$ cat src/imhtq_pkg.sv
// ----------------------------------------------------------------------------
// imhtq_pkg
// Shared types, codes and constants for the indexed min-heap timeout queue.
// ----------------------------------------------------------------------------
package imhtq_pkg;

    localparam int HEAP_DEPTH_DEF = 64;
    localparam int ID_COUNT_DEF   = 256;
    localparam int TIME_BITS_DEF  = 32;

    localparam int ID_W    = 8;
    localparam int DL_W    = 32;
    localparam int REM_W   = 43;
    localparam int CNT_W   = 7;
    localparam int MS_PER_S = 1000;

    typedef enum logic [1:0] {
        OP_INSERT = 2'd0,
        OP_POP    = 2'd1,
        OP_REMOVE = 2'd2,
        OP_QUERY  = 2'd3
    } op_t;

    typedef enum logic [2:0] {
        ST_OK      = 3'd0,
        ST_EMPTY   = 3'd1,
        ST_FULL    = 3'd2,
        ST_NOT_Q   = 3'd3,
        ST_ALREADY = 3'd4
    } status_t;

    typedef struct packed {
        logic [1:0]      op;
        logic [ID_W-1:0] conn_id;
        logic [DL_W-1:0] deadline;
        logic [DL_W-1:0] now;
    } in_word_t;

    typedef struct packed {
        logic [2:0]       status;
        logic [ID_W-1:0]  out_id;
        logic [DL_W-1:0]  out_deadline;
        logic [REM_W-1:0] remaining_ms;
        logic [CNT_W-1:0] queued_count;
    } out_word_t;

    typedef enum logic [3:0] {
        EX_IDLE,
        EX_DECODE,
        EX_RD_SLOT,
        EX_RD_LAST,
        EX_PLACE,
        EX_UP_RD,
        EX_UP_CMP,
        EX_DN_RD,
        EX_DN_CMP,
        EX_QUERY,
        EX_MUL,
        EX_DONE
    } ex_state_t;

endpackage

$ cat src/imhtq_fifo.sv
// ----------------------------------------------------------------------------
// imhtq_fifo
// Two-entry queue that decouples the input front from the heap engine.
// ----------------------------------------------------------------------------
module imhtq_fifo (
    input  logic                  aclk,
    input  logic                  aresetn,
    input  logic                  in_valid,
    output logic                  in_ready,
    input  imhtq_pkg::in_word_t   in_word,
    output logic                  out_valid,
    input  logic                  out_ready,
    output imhtq_pkg::in_word_t   out_word
);
    imhtq_pkg::in_word_t mem_reg [2];
    logic       wp_reg, rp_reg;
    logic [1:0] cnt_reg;

    assign in_ready  = (cnt_reg != 2'd2);
    assign out_valid = (cnt_reg != 2'd0);
    assign out_word  = mem_reg[rp_reg];

    // Write and read pointers, occupancy
    always_ff @(posedge aclk) begin
        if (!aresetn) begin
            wp_reg  <= 1'b0;
            rp_reg  <= 1'b0;
            cnt_reg <= 2'd0;
        end else begin
            if (in_valid && in_ready) begin
                mem_reg[wp_reg] <= in_word;
                wp_reg <= ~wp_reg;
            end
            if (out_valid && out_ready)
                rp_reg <= ~rp_reg;
            cnt_reg <= cnt_reg + 2'((in_valid && in_ready) ? 1 : 0)
                               - 2'((out_valid && out_ready) ? 1 : 0);
        end
    end
endmodule

$ cat config.mk
export PLATFORM = sky130hd
export DESIGN_NAME = imhtq_fifo
export DESIGN_NICKNAME = d
export VERILOG_FILES = /design/src/imhtq_pkg.sv /design/src/imhtq_fifo.sv
export SDC_FILE = /design/constraint.sdc
export NUM_CORES = 1
export LEC_CHECK = 0
export ABC_AREA = 1
export BUFFER_PORTS_ARGS = -buffer_cell sky130_fd_sc_hd__buf_4
export CAP_MARGIN = 20
export CORE_MARGIN = 4
export CORE_UTILIZATION = 53
export CTS_CLUSTER_SIZE = 16
export DETAILED_ROUTE_END_ITERATION = 12
export PLACE_DENSITY_LB_ADDON = 0.08
export SLEW_MARGIN = 20
export SYNTH_ARGS = -nofsm -noshare
export SYNTH_HDL_FRONTEND = slang
export SYNTH_SLANG_ARGS = --single-unit
$ cat constraint.sdc
create_clock -name aclk -period 11.6 [get_ports aclk]
set_input_delay 2.9 -clock aclk [delete_from_list [all_inputs] [get_ports aclk]]
set_output_delay 2.9 -clock aclk [all_outputs]
set_load 0.05 [all_outputs]
# --- Yosys cells after proc, flatten, opt, wreduce, memory -nomap -nowiden ---
# Memories as Yosys holds them, arrays and structs flattened. A register that Yosys moved wholly into a read port is not among the register bits.
# Index checks and enable logic that the tools add are counted.
word_totals:
  register_bits: 4
  latchBits: 0
  ramBits: 148
  romBits: 0
  inputBits: 78
  output_inout_bits: 76
  wordCells: 19
  memories: 1
memory_table:
  columns: ["name", "depth", "width", "read_ports", "rd_ports_with_merged_regs", "write_ports", "line_no", "source"]
  rows:
  - ["mem_reg", 2, 74, 1, 1, 1, "imhtq_fifo.sv:15", "imhtq_pkg::in_word_t mem_reg [2];"]
op_classes:
  addsub: 2
  mul: 0
  div: 0
  magnitude_cmp: 0
  n_eq_ne: 1
  shifts: 0
  n_mux: 7
  bitwise_logic: 2
  reduce_logical: 3
op_table:
  columns: ["operator", "n"]
  rows:
  - ["2-to-1 mux 1 bit", 7]
  - ["adder 2 x 1 -> 2 bit", 1]
  - ["logical AND 1 bit", 2]
  - ["!= test 2 bit, second input constant", 1]
  - ["NOT 1 bit", 2]
  - ["nonzero test 2 bit", 1]
  - ["subtractor 2 x 1 -> 2 bit", 1]

# --- Depth between registers and ports, before layout ---
logic_depth:
  ltp_word: 5
  mapped_depth: 11
  mapped_depth_nobuf: 11

# --- Least setup slack after synthesis ---
# OpenSTA, ideal clock, no wires.
synth_path:
  path_type: "input -> register"
  startpoint: "input in_valid"
  endpoint: "memory mem_reg[1][0] (netlist name), enable pin"
  setup_time_ns: 0.507
  t_arrival_ns: 6.080
  required_time_ns: 11.093
  setup_slack_ns: 5.014
  path_stages: 2
  n_path_buf: 0
  cell_sequence: "nand2_1 -> nor2_1"
synth_via:
  elab_chain_cells: 4
synth_rtl:
  columns: ["element", "line_no", "source"]
  rows:
  - ["start, declared", "imhtq_fifo.sv:8", "input logic in_valid,"]
  - ["logical AND 1 bit", "imhtq_fifo.sv:30", "if (in_valid && in_ready) begin"]
  - ["2-to-1 mux 1 bit", "imhtq_fifo.sv:30", null]
  - ["2-to-1 mux 1 bit", "imhtq_fifo.sv:25", "if (!aresetn) begin"]
  - ["2-to-1 mux 1 bit (implied by the code)", "imhtq_fifo.sv:31", "mem_reg[wp_reg] <= in_word;"]
  - ["end, declared", "imhtq_fifo.sv:15", null]
# No other way between the ends.

==> flow_summary.ini <==
[run_status]
outcome = finished clean

[timing]
period_minus_slack_ns = 5.27
fmax_mhz = 190
fin_crit_sh_pct = 45.4
relSlewSlack_pct = 46.9
rsz0062_at_grt = no
finalMaxSlewViolations = 0
clock_skew_ns = 0.00571
setup_viol = 0
tns_ns = 0
hold_viol = 0
worst_pin_slew_ns = 0.797

[power]
p_per_area_nw_per_um2 = 232
total_power_mw = 1.79
irDropWorstVdd_v = 0.000140
cellLeakagePower_nw = 3.02

[final_layout]
largest_reg_flops = 148
syn_to_final_growth_pct = 31.9
utilization_pct = 71.4
nFillCells = 687
drive_above_1_share_pct = 57.6
antenna_cells = 0
final_nets = 517

[setup_path]
critical-path-top-delay-family = buffers and inverters
r2r-end = mem_reg[1][20]$_DFFE_PP_
arrival_ns = 2.37
worstPathMaxFanout = 38
crit_top_cell = buf_4
start_kind = register
ff2ff_path_depth = 5
crit_chain = buf_4 -> buf_16 -> mux2_2 -> buf_4
reg2reg_from = cnt_reg[0]$_SDFF_PN0_
crit_path_end_kind = output port
critPathSlowestCell = dfxtp_4
slowest_delay_ns = 0.47
cp_data_required_time_ns = 8.70
path_buf_inv = 3
path_class = reg -> out
r2r_setup_slack_ns = 9.43

[clock_tree]
clock_latency_ns = 0.52
clock_sinks = 153
ctsResizeCount = 0
clockBufferDepth = 2
clock-root-buffer = clkbuf_8
cts_tree = yes
ctsHtreeMaxLevel = 4
clk_pin_slew_ns = 0.06
post-cts-setup-buffers = 0
cts_buffers = 17
cts_hold_buf = 0

[routing]
drt_iter0_markers = 167
first_pass_iters = 4
num_vias = 2914
viasPerCell = 4.94
drcViolationCount = 0
routed_wl_um = 10200
wl_per_cell_um = 17.3
ant_nets = 0

[run]
cap_violations = 0

[synthesis]
synth_seq_cells = 153
synth_area_um2 = 5840
ys_types = 14
synth_nets = 349
syn_inst = 269
ys_seq_area_share_pct = 77.8
avgSynthCellArea_um2 = 21.7
ys_warn_count = 0

[global_route]
grt_pass1_vias = 3045
use_met3_pct = 7.65
overflow = 0
antenna_found_initial = 0
grtUsageMet2_pct = 24.8
busiest_layer = met2
grt.total_usage_pct = 16.5
grt_util_met1_pct = 20.7
grt_max_degree = 63
grt_pass1_wl_um = 15500

[die]
dieWidth_um = 113
row_count = 38
start_util_pct = 54.1
top_level_ports = 154
core-area_um2 = 10800
fp.dieH_um = 113
dieArea_um2 = 12800

[min_path]
hold_start = rp_reg$_SDFFE_PN0P_
hold_path_depth = 2
hold_end = rp_reg$_SDFFE_PN0P_
hold_class = reg -> reg

[placement]
io_buffers = 153
place_hpwl_um = 6550
gp_congestion = 0.767
==> worst reg2reg max path, cell delays in order, from the launching register on <==
cell and delay [ns]:
dfxtp_1 0.35, inv_1 0.07, nand2_1 0.08, nand2_1 0.11
nor2_4 0.42, buf_4 0.74
==> power breakdown <==
group | total (mW) | internal [mW] | switching [mW]
registers | 0.685 | 0.666 | 0.0193
logic | 0.588 | 0.217 | 0.371
clock network | 0.516 | 0.323 | 0.193
total | 1.79 | 1.21 | 0.583
==> per-layer routing <==
metal / vias up / wire length [um]
met3: 17 / 936
li1: 1373 / -
met5: - / 0
met1: 1407 / 4270
met4: 0 / 218
met2: 117 / 4800
==> cells in the final DEF (no fill, tap or decap), types with 2 or more instances in the layout <==
cell	Yosys	routed
buf_4	0	156
bufinv_16	0	3
clkbuf_1	0	4
clkbuf_16	0	16
clkinv_1	0	3
clkinv_2	0	5
dfxtp_1	5	4
edfxtp_1	148	148
ha_1	2	2
inv_1	9	8
mux2_2	14	14
mux2_4	60	60
nand2_1	10	10
nand3_1	2	2
nor2_1	8	7
==> per-stage QoR <==
stage | hold slack [ns] | cells | setup slack [ns] | cell area [um2]
detailed placement | 0.513 | 557 | 6.68 | 7120
finish | 0.515 | 590 | 6.33 | 7700
global placement | 0.487 | 557 | 6.68 | 7120
floorplan | 0.467 | 269 | 5.01 | 5840
global route | 0.542 | 590 | 6.21 | 7700
CTS | 0.527 | 589 | 6.10 | 7670
==> logic make-up (layout without fill, tap and decap cells) <==
| kind of cell | Yosys count | count (layout) | share of synthesized area [%] |
|---|---|---|---|
| compound gates | 3 | 3 | 0.300 |
| fa+ha+maj | 2 | 2 | 0.428 |
| buf+inv | 17 | 198 | 2.01 |
| flops | 153 | 153 | 77.8 |
| mux | 74 | 74 | 18.1 |
| simple gates | 20 | 20 | 1.33 |
==> how the worst max path moves through the flow <==
stage / from / endpoint / cells after the start
2_1_floorplan: in_valid / mem_reg[1][0]$_DFFE_PP_ / 2
3_3_place_gp: register / out_word[2] / 3
3_5_place_dp: register / out_word[2] / 3
4_1_cts: register / out_word[2] / 3
5_1_grt: register / out_word[2] / 4
6_report: register / out_word[2] / 4
==> area by class of cell <==
type	instances	area, um2	share of cell area, %
clock inverters	11	129	1.67
multi-input cells	99	1190	15.4
well taps	140	175	2.27
clock buffers	21	429	5.57
flip-flops and latches	153	4550	59.1
inverters	9	35.0	0.455
repair buffers	157	1200	15.6
==> Yosys cell counts, drive strengths merged <==
cell type / instances / area [um2]
dfxtp: 5 / 100
nand3: 2 / 10.0
ha: 2 / 25.0
a21boi: 1 / 7.51
nand2: 10 / 37.5
mux2: 74 / 1060
buf: 8 / 83.8
edfxtp: 148 / 4440
o21ai: 1 / 5.00
inv: 9 / 33.8
a21oi: 1 / 5.00
nor2: 8 / 30.0
No activity file was read; power rests on OpenSTA's default activity.
